## config.mk

```make
export PLATFORM = sky130hd
export DESIGN_NAME = audio_pts_unwrap_timestamp_tracker
export DESIGN_NICKNAME = d
export VERILOG_FILES = /design/src/rtl/apts_pkg.sv /design/src/rtl/apts_scaler.sv /design/src/rtl/apts_dp.sv /design/src/rtl/apts_ctrl.sv /design/src/rtl/audio_pts_unwrap_timestamp_tracker.sv
export SDC_FILE = /design/constraint.sdc
export NUM_CORES = 2
export LEC_CHECK = 0
export BUFFER_PORTS_ARGS = -buffer_cell sky130_fd_sc_hd__buf_2
export CORE_UTILIZATION = 40
export CTS_BUF_LIST = sky130_fd_sc_hd__clkbuf_4 sky130_fd_sc_hd__clkbuf_8
export DETAILED_ROUTE_END_ITERATION = 10
export GPL_ROUTABILITY_DRIVEN = 0
export GPL_TIMING_DRIVEN = 0
export PLACE_DENSITY = 0.56
export SLEW_MARGIN = 5
export SYNTH_ARGS = -nofsm -noshare
export SYNTH_HDL_FRONTEND = slang
export SYNTH_SLANG_ARGS = --single-unit
```

## constraint.sdc

```tcl
create_clock -name clk -period 19.7 [get_ports clk]
set_input_delay 0.985 -clock clk [delete_from_list [all_inputs] [get_ports clk]]
set_output_delay 0.985 -clock clk [all_outputs]
set_load 0.05 [all_outputs]
```

## src/rtl/apts_pkg.sv

```systemverilog
`default_nettype none

package apts_pkg;

  // Fixed field widths of the configuration registers and the result.
  localparam int unsigned NUM_W      = 16;
  localparam int unsigned DEN_W      = 31;
  localparam int unsigned RATE_W     = 20;
  localparam int unsigned GAP_W      = 12;
  localparam int unsigned CNT_W      = 16;
  localparam int unsigned OUT_W      = 48;
  localparam int unsigned MULT_W     = NUM_W + RATE_W;
  localparam int unsigned GAP_US_W   = GAP_W + RATE_W;
  localparam int unsigned CFG_IDX_W  = 3;
  localparam int unsigned CFG_DATA_W = 31;

  // Microseconds per second.
  localparam logic [RATE_W-1:0] US_PER_SEC = 20'd1000000;

  // Configuration register indexes.
  typedef enum logic [CFG_IDX_W-1:0] {
    REG_TICK_NUM      = 3'd0,
    REG_TICK_DEN      = 3'd1,
    REG_SAMPLE_RATE   = 3'd2,
    REG_GAP_SECONDS   = 3'd3,
    REG_UNWRAP_EN     = 3'd4,
    REG_ALLOW_REGRESS = 3'd5
  } cfg_reg_t;

  // Rescaling operations of the shared multiply-divide unit.
  typedef enum logic [1:0] {
    OP_PTS_SAMPLES = 2'd0,
    OP_CLOCK_US    = 2'd1,
    OP_PTS_US      = 2'd2
  } scale_op_t;

  // Commands from the controller to the datapath.
  typedef struct packed {
    logic      load;
    logic      start;
    scale_op_t op;
    logic      cap_psamp;
    logic      cap_exp;
    logic      cap_act;
    logic      check;
    logic      cap_out;
    logic      finish;
  } dp_cmd_t;

  // Status from the datapath to the controller.
  typedef struct packed {
    logic pts_valid;
    logic scale_done;
    logic out_busy;
  } dp_status_t;

endpackage

`default_nettype wire

```

## src/rtl/apts_scaler.sv

```systemverilog
`default_nettype none

// Computes round(v * m / d) with ties away from zero, saturated to 2^VW-1.
// Shift-add multiply, one multiplier bit per cycle, then restoring division,
// one quotient bit per cycle.
module apts_scaler #(
  parameter int unsigned VW = 48,
  parameter int unsigned MW = 36,
  parameter int unsigned DW = 31
) (
  input  wire logic          clk,
  input  wire logic          rst_n,
  input  wire logic          start,
  input  wire logic [VW-1:0] v,
  input  wire logic [MW-1:0] m,
  input  wire logic [DW-1:0] d,
  output logic               done,
  output logic [VW-1:0]      result
);

  localparam int unsigned PW = VW + MW;
  localparam int unsigned NW = PW + 1;
  localparam int unsigned CW = $clog2(NW);

  typedef enum logic [1:0] {S_IDLE, S_MUL, S_PREP, S_DIV} sc_state_t;

  sc_state_t       state_r;
  logic [CW-1:0]   cnt_r;
  logic [PW-1:0]   acc_r;
  logic [PW-1:0]   vs_r;
  logic [MW-1:0]   m_r;
  logic [DW-1:0]   d_r;
  logic [NW-1:0]   num_r;
  logic [DW-1:0]   rem_r;
  logic [NW-1:0]   q_r;
  logic            done_r;
  logic [VW-1:0]   res_r;

  logic [DW:0]     rem_sh;
  logic [DW:0]     rem_sub;
  logic            ge;
  logic [NW-1:0]   q_nxt;
  logic            sat;

  // One restoring division step.
  always_comb begin
    rem_sh  = {rem_r, num_r[NW-1]};
    ge      = rem_sh >= {1'b0, d_r};
    rem_sub = rem_sh - {1'b0, d_r};
    q_nxt   = {q_r[NW-2:0], ge};
    sat     = q_nxt[NW-1:VW] != '0;
  end

  always_ff @(posedge clk) begin
    if (!rst_n) begin
      state_r <= S_IDLE;
      done_r  <= 1'b0;
      cnt_r   <= '0;
    end else begin
      done_r <= 1'b0;
      unique case (state_r)
        S_IDLE: begin
          if (start) begin
            acc_r   <= '0;
            vs_r    <= PW'(v);
            m_r     <= m;
            d_r     <= d;
            cnt_r   <= '0;
            state_r <= S_MUL;
          end
        end
        S_MUL: begin
          if (m_r[0]) begin
            acc_r <= acc_r + vs_r;
          end
          vs_r  <= {vs_r[PW-2:0], 1'b0};
          m_r   <= {1'b0, m_r[MW-1:1]};
          cnt_r <= cnt_r + 1'b1;
          if (cnt_r == CW'(MW - 1)) begin
            state_r <= S_PREP;
          end
        end
        S_PREP: begin
          num_r   <= {1'b0, acc_r} + NW'(d_r >> 1);
          rem_r   <= '0;
          q_r     <= '0;
          cnt_r   <= '0;
          state_r <= S_DIV;
        end
        S_DIV: begin
          rem_r <= ge ? rem_sub[DW-1:0] : rem_sh[DW-1:0];
          num_r <= {num_r[NW-2:0], 1'b0};
          q_r   <= q_nxt;
          cnt_r <= cnt_r + 1'b1;
          if (cnt_r == CW'(NW - 1)) begin
            res_r   <= sat ? '1 : q_nxt[VW-1:0];
            done_r  <= 1'b1;
            state_r <= S_IDLE;
          end
        end
        default: state_r <= S_IDLE;
      endcase
    end
  end

  assign done   = done_r;
  assign result = res_r;

endmodule

`default_nettype wire

```

## src/rtl/apts_dp.sv

```systemverilog
`default_nettype none

// Datapath: configuration registers, unwrap state, sample clock, the shared
// rescaling unit and the result register.
module apts_dp #(
  parameter int unsigned PTS_BITS  = 33,
  parameter int unsigned TIME_BITS = 48
) (
  input  wire logic                              clk,
  input  wire logic                              rst_n,
  input  wire logic                              cfg_we,
  input  wire logic [apts_pkg::CFG_IDX_W-1:0]    cfg_index,
  input  wire logic [apts_pkg::CFG_DATA_W-1:0]   cfg_wdata,
  input  wire logic [PTS_BITS-1:0]               in_pts,
  input  wire logic                              in_pts_valid,
  input  wire logic [apts_pkg::CNT_W-1:0]        in_sample_count,
  input  wire logic                              out_stall,
  output logic                                   out_valid,
  output logic                                   out_emit,
  output logic [apts_pkg::OUT_W-1:0]             out_time_us,
  output logic                                   out_resynced,
  input  wire apts_pkg::dp_cmd_t                 cmd,
  output apts_pkg::dp_status_t                   status
);

  localparam int unsigned SW = TIME_BITS + 3;
  localparam int unsigned PX = PTS_BITS + 2;
  localparam logic [PX-1:0] HALF_U  = {3'b001, {(PTS_BITS - 1){1'b0}}};
  localparam logic [PX-1:0] EPOCH_U = {2'b01, {PTS_BITS{1'b0}}};
  localparam logic [TIME_BITS-1:0] TIME_MAX = '1;

  // Configuration.
  logic [apts_pkg::NUM_W-1:0]  num_r;
  logic [apts_pkg::DEN_W-1:0]  den_r;
  logic [apts_pkg::RATE_W-1:0] rate_r;
  logic [apts_pkg::GAP_W-1:0]  gap_r;
  logic                        unwrap_en_r;
  logic                        allow_r;

  // Derived constants, refreshed every cycle.
  logic [apts_pkg::MULT_W-1:0]   tick_sr_r;
  logic [apts_pkg::MULT_W-1:0]   tick_us_r;
  logic [apts_pkg::GAP_US_W-1:0] gap_us_r;

  // Tracking state.
  logic [TIME_BITS-1:0] unw_r;
  logic                 unw_seen_r;
  logic [TIME_BITS-1:0] clk_r;
  logic                 any_seen_r;
  logic [TIME_BITS-1:0] last_r;
  logic                 last_set_r;

  // Per-item working registers.
  logic [TIME_BITS-1:0]         p_r;
  logic                         pv_r;
  logic [apts_pkg::CNT_W-1:0]   cnt_r;
  logic [TIME_BITS-1:0]         psamp_r;
  logic [TIME_BITS-1:0]         exp_r;
  logic [TIME_BITS-1:0]         act_r;
  logic [TIME_BITS-1:0]         ous_r;
  logic                         resync_r;

  // Result register.
  logic                         out_valid_r;
  logic                         out_emit_r;
  logic [apts_pkg::OUT_W-1:0]   out_time_r;
  logic                         out_resync_r;

  logic [apts_pkg::DEN_W-1:0]  den_nz;
  logic [apts_pkg::RATE_W-1:0] rate_nz;

  assign den_nz  = (den_r == '0) ? apts_pkg::DEN_W'(1) : den_r;
  assign rate_nz = (rate_r == '0) ? apts_pkg::RATE_W'(1) : rate_r;

  // Rollover unwrap of the incoming timestamp.
  logic signed [PX-1:0] step_raw;
  logic signed [PX-1:0] step_adj;
  logic signed [SW-1:0] unw_sum;
  logic [TIME_BITS-1:0] unw_nxt;
  logic [TIME_BITS-1:0] p_nxt;

  always_comb begin
    step_raw = $signed(PX'(in_pts)) - $signed(PX'(unw_r[PTS_BITS-1:0]));
    if (step_raw > $signed(HALF_U)) begin
      step_adj = step_raw - $signed(EPOCH_U);
    end else if (step_raw < -$signed(HALF_U)) begin
      step_adj = step_raw + $signed(EPOCH_U);
    end else begin
      step_adj = step_raw;
    end
    unw_sum = $signed(SW'(unw_r)) + SW'(step_adj);
    if (!unw_seen_r) begin
      unw_nxt = TIME_BITS'(in_pts);
    end else if (unw_sum[SW-1]) begin
      unw_nxt = '0;
    end else if (unw_sum[SW-2:TIME_BITS] != '0) begin
      unw_nxt = TIME_MAX;
    end else begin
      unw_nxt = unw_sum[TIME_BITS-1:0];
    end
    p_nxt = unwrap_en_r ? unw_nxt : TIME_BITS'(in_pts);
  end

  // Operand selection for the rescaling unit.
  logic [TIME_BITS-1:0]        sc_v;
  logic [apts_pkg::MULT_W-1:0] sc_m;
  logic [apts_pkg::DEN_W-1:0]  sc_d;
  logic                        sc_done;
  logic [TIME_BITS-1:0]        sc_res;

  always_comb begin
    case (cmd.op)
      apts_pkg::OP_PTS_SAMPLES: begin
        sc_v = p_r;
        sc_m = tick_sr_r;
        sc_d = den_nz;
      end
      apts_pkg::OP_PTS_US: begin
        sc_v = p_r;
        sc_m = tick_us_r;
        sc_d = den_nz;
      end
      default: begin
        sc_v = clk_r;
        sc_m = apts_pkg::MULT_W'(apts_pkg::US_PER_SEC);
        sc_d = apts_pkg::DEN_W'(rate_nz);
      end
    endcase
  end

  apts_scaler #(
    .VW (TIME_BITS),
    .MW (apts_pkg::MULT_W),
    .DW (apts_pkg::DEN_W)
  ) u_scaler (
    .clk    (clk),
    .rst_n  (rst_n),
    .start  (cmd.start),
    .v      (sc_v),
    .m      (sc_m),
    .d      (sc_d),
    .done   (sc_done),
    .result (sc_res)
  );

  // Drift check and result assembly.
  logic [TIME_BITS-1:0] diff;
  logic                 drift_hi;
  logic                 emit_w;
  logic [TIME_BITS:0]   clk_sum;
  logic [TIME_BITS+apts_pkg::OUT_W-1:0] ous_ext;

  always_comb begin
    diff     = (exp_r > act_r) ? (exp_r - act_r) : (act_r - exp_r);
    drift_hi = diff > TIME_BITS'(gap_us_r);
    emit_w   = (cnt_r != '0) && (allow_r || !last_set_r || (ous_r > last_r));
    clk_sum  = {1'b0, clk_r} + (TIME_BITS + 1)'(cnt_r);
    ous_ext  = (TIME_BITS + apts_pkg::OUT_W)'(ous_r);
  end

  // Configuration writes.
  always_ff @(posedge clk) begin
    if (!rst_n) begin
      num_r       <= apts_pkg::NUM_W'(1);
      den_r       <= apts_pkg::DEN_W'(90000);
      rate_r      <= apts_pkg::RATE_W'(48000);
      gap_r       <= apts_pkg::GAP_W'(5);
      unwrap_en_r <= 1'b0;
      allow_r     <= 1'b0;
    end else if (cfg_we) begin
      unique case (apts_pkg::cfg_reg_t'(cfg_index))
        apts_pkg::REG_TICK_NUM:      num_r       <= cfg_wdata[apts_pkg::NUM_W-1:0];
        apts_pkg::REG_TICK_DEN:      den_r       <= cfg_wdata[apts_pkg::DEN_W-1:0];
        apts_pkg::REG_SAMPLE_RATE:   rate_r      <= cfg_wdata[apts_pkg::RATE_W-1:0];
        apts_pkg::REG_GAP_SECONDS:   gap_r       <= cfg_wdata[apts_pkg::GAP_W-1:0];
        apts_pkg::REG_UNWRAP_EN:     unwrap_en_r <= cfg_wdata[0];
        apts_pkg::REG_ALLOW_REGRESS: allow_r     <= cfg_wdata[0];
        default: ;
      endcase
    end
  end

  // Products of configuration values, computed at full product width.
  always_ff @(posedge clk) begin
    tick_sr_r <= apts_pkg::MULT_W'(num_r) * apts_pkg::MULT_W'(rate_nz);
    tick_us_r <= apts_pkg::MULT_W'(num_r) * apts_pkg::MULT_W'(apts_pkg::US_PER_SEC);
    gap_us_r  <= apts_pkg::GAP_US_W'(gap_r) * apts_pkg::GAP_US_W'(apts_pkg::US_PER_SEC);
  end

  // Tracking state and per-item registers.
  always_ff @(posedge clk) begin
    if (!rst_n) begin
      unw_r       <= '0;
      unw_seen_r  <= 1'b0;
      clk_r       <= '0;
      any_seen_r  <= 1'b0;
      last_r      <= '0;
      last_set_r  <= 1'b0;
      pv_r        <= 1'b0;
      resync_r    <= 1'b0;
      out_valid_r <= 1'b0;
    end else begin
      if (cmd.load) begin
        p_r      <= p_nxt;
        pv_r     <= in_pts_valid;
        cnt_r    <= in_sample_count;
        resync_r <= 1'b0;
        if (in_pts_valid && unwrap_en_r) begin
          unw_r      <= unw_nxt;
          unw_seen_r <= 1'b1;
        end
      end
      if (cmd.cap_psamp) begin
        psamp_r <= sc_res;
        if (!any_seen_r) begin
          clk_r <= sc_res;
        end
      end
      if (cmd.cap_exp) begin
        exp_r <= sc_res;
      end
      if (cmd.cap_act) begin
        act_r <= sc_res;
      end
      if (cmd.check && drift_hi) begin
        clk_r    <= psamp_r;
        resync_r <= 1'b1;
      end
      if (cmd.cap_out) begin
        ous_r <= sc_res;
      end
      // The result register frees when taken and loads at the end of an item.
      if (cmd.finish) begin
        out_valid_r  <= 1'b1;
        out_emit_r   <= emit_w;
        out_time_r   <= ous_ext[apts_pkg::OUT_W-1:0];
        out_resync_r <= resync_r;
        any_seen_r   <= 1'b1;
        if (emit_w) begin
          last_r     <= ous_r;
          last_set_r <= 1'b1;
        end
        if (cnt_r != '0) begin
          clk_r <= clk_sum[TIME_BITS] ? TIME_MAX : clk_sum[TIME_BITS-1:0];
        end
      end else if (!out_stall) begin
        out_valid_r <= 1'b0;
      end
    end
  end

  assign out_valid    = out_valid_r;
  assign out_emit     = out_emit_r;
  assign out_time_us  = out_time_r;
  assign out_resynced = out_resync_r;

  assign status.pts_valid  = pv_r;
  assign status.scale_done = sc_done;
  assign status.out_busy   = out_valid_r && out_stall;

endmodule

`default_nettype wire

```

## src/rtl/apts_ctrl.sv

```systemverilog
`default_nettype none

// Sequencer: steps one item through its rescaling passes.
module apts_ctrl (
  input  wire logic                  clk,
  input  wire logic                  rst_n,
  input  wire logic                  in_valid,
  output logic                       in_stall,
  output apts_pkg::dp_cmd_t          cmd,
  input  wire apts_pkg::dp_status_t  status
);

  typedef enum logic [3:0] {
    ST_IDLE, ST_PSAMP_GO, ST_PSAMP_WAIT, ST_EXP_GO, ST_EXP_WAIT,
    ST_ACT_GO, ST_ACT_WAIT, ST_CHECK, ST_OUT_GO, ST_OUT_WAIT, ST_FINISH
  } ctrl_state_t;

  ctrl_state_t state_r;
  ctrl_state_t state_nxt;

  // Commands and next state.
  always_comb begin
    state_nxt = state_r;
    cmd       = '0;
    cmd.op    = apts_pkg::OP_CLOCK_US;
    unique case (state_r)
      ST_IDLE: begin
        if (in_valid) begin
          cmd.load  = 1'b1;
          state_nxt = ST_PSAMP_GO;
        end
      end
      ST_PSAMP_GO: begin
        if (status.pts_valid) begin
          cmd.start = 1'b1;
          cmd.op    = apts_pkg::OP_PTS_SAMPLES;
          state_nxt = ST_PSAMP_WAIT;
        end else begin
          state_nxt = ST_OUT_GO;
        end
      end
      ST_PSAMP_WAIT: begin
        if (status.scale_done) begin
          cmd.cap_psamp = 1'b1;
          state_nxt     = ST_EXP_GO;
        end
      end
      ST_EXP_GO: begin
        cmd.start = 1'b1;
        state_nxt = ST_EXP_WAIT;
      end
      ST_EXP_WAIT: begin
        if (status.scale_done) begin
          cmd.cap_exp = 1'b1;
          state_nxt   = ST_ACT_GO;
        end
      end
      ST_ACT_GO: begin
        cmd.start = 1'b1;
        cmd.op    = apts_pkg::OP_PTS_US;
        state_nxt = ST_ACT_WAIT;
      end
      ST_ACT_WAIT: begin
        if (status.scale_done) begin
          cmd.cap_act = 1'b1;
          state_nxt   = ST_CHECK;
        end
      end
      ST_CHECK: begin
        cmd.check = 1'b1;
        state_nxt = ST_OUT_GO;
      end
      ST_OUT_GO: begin
        cmd.start = 1'b1;
        state_nxt = ST_OUT_WAIT;
      end
      ST_OUT_WAIT: begin
        if (status.scale_done) begin
          cmd.cap_out = 1'b1;
          state_nxt   = ST_FINISH;
        end
      end
      ST_FINISH: begin
        if (!status.out_busy) begin
          cmd.finish = 1'b1;
          state_nxt  = ST_IDLE;
        end
      end
      default: state_nxt = ST_IDLE;
    endcase
  end

  always_ff @(posedge clk) begin
    if (!rst_n) begin
      state_r <= ST_IDLE;
    end else begin
      state_r <= state_nxt;
    end
  end

  assign in_stall = state_r != ST_IDLE;

  // An accepted item always starts its first pass.
  a_accept_starts: assert property (@(posedge clk) disable iff (!rst_n)
    (in_valid && !in_stall) |=> (state_r == ST_PSAMP_GO))
    else $error("accepted item did not start processing");

  // The rescaling unit only finishes while a pass is awaited.
  a_done_expected: assert property (@(posedge clk) disable iff (!rst_n)
    status.scale_done |-> (state_r == ST_PSAMP_WAIT || state_r == ST_EXP_WAIT ||
                           state_r == ST_ACT_WAIT || state_r == ST_OUT_WAIT))
    else $error("rescale finished with no pass pending");

  // A pass never completes in the cycle after it starts.
  a_no_instant_done: assert property (@(posedge clk) disable iff (!rst_n)
    cmd.start |=> !status.scale_done)
    else $error("rescale finished too early");

endmodule

`default_nettype wire

```

## src/rtl/audio_pts_unwrap_timestamp_tracker.sv

```systemverilog
`default_nettype none

// Audio timestamp tracker. One item per decoded audio frame; each item gives
// exactly one result (emit flag, microsecond time from the sample clock and a
// resync flag). Items are handled one at a time. A frame with a timestamp
// takes four rescaling passes through a shared shift-add multiplier and
// restoring divider; a frame without a timestamp takes one pass. A stalled
// result holds up the next item only when that item finishes before the
// result is taken. The result register lets the next item be taken while a
// result still waits. Configuration is to be written by the user only while
// no item is in flight; the block itself does not enforce this.
module audio_pts_unwrap_timestamp_tracker #(
  parameter int unsigned PTS_BITS  = 33,
  parameter int unsigned TIME_BITS = 48
) (
  input  wire logic                             clk,
  input  wire logic                             rst_n,
  input  wire logic                             cfg_we,
  input  wire logic [apts_pkg::CFG_IDX_W-1:0]   cfg_index,
  input  wire logic [apts_pkg::CFG_DATA_W-1:0]  cfg_wdata,
  input  wire logic                             in_valid,
  output logic                                  in_stall,
  input  wire logic [PTS_BITS-1:0]              in_pts,
  input  wire logic                             in_pts_valid,
  input  wire logic [apts_pkg::CNT_W-1:0]       in_sample_count,
  output logic                                  out_valid,
  input  wire logic                             out_stall,
  output logic                                  out_emit,
  output logic [apts_pkg::OUT_W-1:0]            out_time_us,
  output logic                                  out_resynced
);

  apts_pkg::dp_cmd_t    cmd;
  apts_pkg::dp_status_t status;

  apts_ctrl u_ctrl (
    .clk      (clk),
    .rst_n    (rst_n),
    .in_valid (in_valid),
    .in_stall (in_stall),
    .cmd      (cmd),
    .status   (status)
  );

  apts_dp #(
    .PTS_BITS  (PTS_BITS),
    .TIME_BITS (TIME_BITS)
  ) u_dp (
    .clk             (clk),
    .rst_n           (rst_n),
    .cfg_we          (cfg_we),
    .cfg_index       (cfg_index),
    .cfg_wdata       (cfg_wdata),
    .in_pts          (in_pts),
    .in_pts_valid    (in_pts_valid),
    .in_sample_count (in_sample_count),
    .out_stall       (out_stall),
    .out_valid       (out_valid),
    .out_emit        (out_emit),
    .out_time_us     (out_time_us),
    .out_resynced    (out_resynced),
    .cmd             (cmd),
    .status          (status)
  );

endmodule

`default_nettype wire

```

==> results.sh <==
export IMPL_grt_use_met3_pct=3.03
export IMPL_chipHeight_um=450
export IMPL_reg2regPathDepth=25
export IMPL_critical_path_startpoint_type="register"
export IMPL_synth_distinct_cells=92
export IMPL_dp_final_hpwl_um=192000
export IMPL_min_delay_start="in_sample_count[11]"
export IMPL_syn_area_um2=80100
export IMPL_yosysTopAreaCell="edfxtp_1"
export IMPL_clkLatencyLatePin_ns=0.98
export IMPL_worstHoldPathCells=1
export IMPL_yosys_area_top_type_share_pct=29.6
export IMPL_status="finished, final reports clean"
export IMPL_hold_buffers=0
export IMPL_wl_um=244000
export IMPL_cts_root_buf="clkbuf_8"
export IMPL_fmax_mhz=106
export IMPL_p_comb_share_pct=29.9
export IMPL_cp_slowest_cell="o41ai_1"
export IMPL_fin_crit_ns=9.42
export IMPL_fin_area_um2=89300
export IMPL_die_area_um2=202000
export IMPL_grt_first_pass_wirelength_um=372000
export IMPL_drt_initial_drc_count=5311
export IMPL_grt_max_degree=65
export IMPL_internal_power_w=0.00515
export IMPL_post_place_cells=11200
export IMPL_relSlewSlack_pct=4.20
export IMPL_crit_arrival_ns=10.23
export IMPL_ir_worst_vdd_mv=0.0601
export IMPL_hold_slack_ns=0.198
export IMPL_num_vias=63800
export IMPL_syn_nets=9575
export IMPL_worstSetupEndpointType="register"
export IMPL_worstHoldPathType="primary input to register"
export IMPL_fin_crit_sh_pct=47.8
export IMPL_grt_use_met1_pct=32.7
export IMPL_grt_use_met2_pct=38.1
export IMPL_setup_tns_ns=0
export IMPL_synthFlopType="edfxtp_1"
export IMPL_fill_cells=19200
export IMPL_path_max_fanout=10
export IMPL_hold_viol=0
export IMPL_clockBufferDepth=3
export IMPL_syn_inst=8425
export IMPL_cts_resized=0
export IMPL_port_buffers=139
export IMPL_cts_max_level=4
export IMPL_min_to="u_dp.cnt_r[11]"
export IMPL_rsz0062_at_grt="false"
export IMPL_asyncSetResetFlopFracSynth_pct=0
export IMPL_power_leakage_nw=37.3
export IMPL_drc=0
export IMPL_grt_busiest_layer="met2"
export IMPL_pwr_share_clk_pct=30.7
export IMPL_fin_nets=9962
export IMPL_antenna_found_initial=15
export IMPL_avgSynthCellArea_um2=9.51
export IMPL_avgViaCountPerCell=5.48
export IMPL_grt_pass1_vias=62600
export IMPL_rr_endpoint="u_dp.tick_sr_r[34]"
export IMPL_power_share_sequential_pct=39.4
export IMPL_r2r_slack_ns=10.28
export IMPL_critical_path_class="register to register"
export IMPL_cts_tree="yes"
export IMPL_gr_total_overflow=0
export IMPL_synth_area_leaders="edfxtp_1 (30%), ha_1 (11%), fa_1 (8.7%)"
export IMPL_regArea_um2=30400
export IMPL_wl_per_cell_um=21.0
export IMPL_synth_edff_count=789
export IMPL_place_area_um2=84800
export IMPL_required_ns=20.51
export IMPL_layout_common_cells="nand2_1 (1020), inv_1 (799), edfxtp_1 (789)"
export IMPL_multiInputGateArea_um2=45100
export IMPL_swShare_pct=34.7
export IMPL_crit_reg2reg_launch="u_dp.rate_r[19]"
export IMPL_clock_skew_ns=0.0729
export IMPL_cts_setup_buffers=0
export IMPL_initial_core_util_pct=40.4
export IMPL_setup_viol=0
export IMPL_final_common_cell="nand2_1"
export IMPL_ant_nets=0
export IMPL_die_width_um=450
export IMPL_dr_pass1_iters=5
export IMPL_tightest_slew_ns=1.44
export IMPL_final_max_slew_viol_count=0
export IMPL_cap_violations=0
export IMPL_coreArea_um2=198000
export IMPL_cts_inserted_buffers=202
export IMPL_switchingPower_w=0.00274
export IMPL_syn_to_final_growth_pct=11.4
export IMPL_synth_seq_cells=1126
export IMPL_critPathMostFrequentCell="fa_1"
export IMPL_grt_usage_pct=23.7
export IMPL_finalNonFillerCells=11600
export IMPL_rows=163
export IMPL_pin_count=141
export IMPL_p_per_area_nw_per_um2=88.3
export IMPL_slowest_delay_ns=0.91
export IMPL_seq_area_frac_synth_pct=38.0
export IMPL_clk_pin_slew_ns=0.06
export IMPL_clock_sinks=1126
export IMPL_ys_warnings_count=0
export IMPL_drive_above_1_share_pct=7.18
-- routing by layer --
metal | vias up | routed length (µm) | part of all wire, %
met3 | 435 | 14100 | 5.8
li1 | 30200 | - | -
met5 | - | 17 | 0.0070
met4 | 2 | 8190 | 3.4
met2 | 2019 | 112000 | 46
met1 | 31200 | 110000 | 45
-- cell families (layout without fill, tap and decap cells) --
kind of cell,after synthesis,in the layout,synth area share [%]
AND/OR/NAND/NOR,2585,2585,15.7
multiplexers,102,102,1.31
other,0,15,0
adder cells (fa/ha/maj),1061,1061,19.8
flip-flops,1126,1126,38.0
XOR/XNOR,413,413,4.51
buffers and inverters,1215,1783,5.80
AO/OA/AOI/OAI,1923,1923,14.9
-- worst max-delay path: cells and delay by family, from the launching register on --
kind	cells	cell delay, ns
adder cells (fa/ha/maj)	7	3.49
flip-flops	1	0.29
AO/OA/AOI/OAI	6	2.58
XOR/XNOR	1	0.26
AND/OR/NAND/NOR	5	1.26
buffers and inverters	6	1.38
-- flip-flops by register name, indices dropped and copies added (netlist names), 48 cells and up --
register	flops
u_dp.u_scaler.num_r	85
u_dp.u_scaler.acc_r	84
u_dp.u_scaler.q_r	84
u_dp.u_scaler.vs_r	84
u_dp.act_r	48
u_dp.clk_r	48
u_dp.exp_r	48
u_dp.last_r	48
u_dp.ous_r	48
u_dp.out_time_us	48
u_dp.p_r	48
u_dp.psamp_r	48
u_dp.u_scaler.result	48
u_dp.unw_r	48
-- metrics by stage --
| stage | setup WS (ns) | util [%] | power [W] |
|---|---|---|---|
| after CTS | 10.32 | 45.0 | 0.00792 |
| after global placement | -3.61 | 42.4 | 0.00548 |
| final | 10.28 | 45.0 | 0.00789 |
| after floorplan | 5.45 | - | 0.00479 |
| after global routing | 10.02 | 45.0 | 0.00831 |
| after detailed placement | 10.15 | 42.8 | 0.00548 |
-- power groups by stage --
stage | logic (W) | registers, W | clock network (W)
floorplan | 0.00166 | 0.00313 | 0
global placement | 0.00222 | 0.00326 | 0
detailed placement | 0.00233 | 0.00315 | 0
CTS | 0.00234 | 0.00310 | 0.00247
global route | 0.00262 | 0.00313 | 0.00257
finish | 0.00236 | 0.00311 | 0.00242
-- how the worst max path moves through the flow --
stage,startpoint,to,slack (ns)
6_report,u_dp.rate_r[19],u_dp.tick_sr_r[34],10.28
5_1_grt,u_dp.rate_r[19],u_dp.tick_sr_r[34],10.02
4_1_cts,u_dp.rate_r[19],u_dp.tick_sr_r[34],10.32
3_5_place_dp,in_pts[0],u_dp.unw_r[28],10.15
3_3_place_gp,rst_n,u_dp.u_scaler.acc_r[62],-3.61
2_1_floorplan,u_ctrl.state_r[0],u_dp.u_scaler.acc_r[0],5.45
-- Yosys cell counts, types with 13 or more instances --
cell       count
nand3_1      158
a21o_1       202
nand4_1       84
o31ai_1       70
a221oi_1      20
nor2b_1      112
o21bai_1      57
o21ai_1       48
dfxtp_1      337
nor4_1        71
edfxtp_1     789
a22o_1        20
buf_1         28
o21ai_0      540
a211oi_1      47
or3_1         28
inv_1        799
mux2i_1       96
ha_1         713
a21oi_1      499
a2111oi_0     44
a31oi_1       85
xnor2_1      268
xor2_1       145
nand2_1     1020
fa_1         348
nand2b_1     119
o22ai_1       13
and3_1        76
o211ai_1      46
a21boi_0      19
o2111ai_1     16
a22oi_1       28
clkbuf_1     356
nor2_1       374
or2_2         17
nor3_1       111
o21a_1        64
and2_1       351
buf_2         23
-- layout make-up --
class / instances / share of cell area, %
well taps: 2640 / 3.70
inverters: 799 / 3.36
diodes: 15 / 0.0420
clock inverters: 105 / 1.05
plain buffers: 416 / 1.85
clock buffers: 280 / 3.92
repair buffers: 183 / 1.45
multi-input cells: 6084 / 50.5
flip-flops and latches: 1126 / 34.1
No activity file was read; power rests on OpenSTA's default activity.
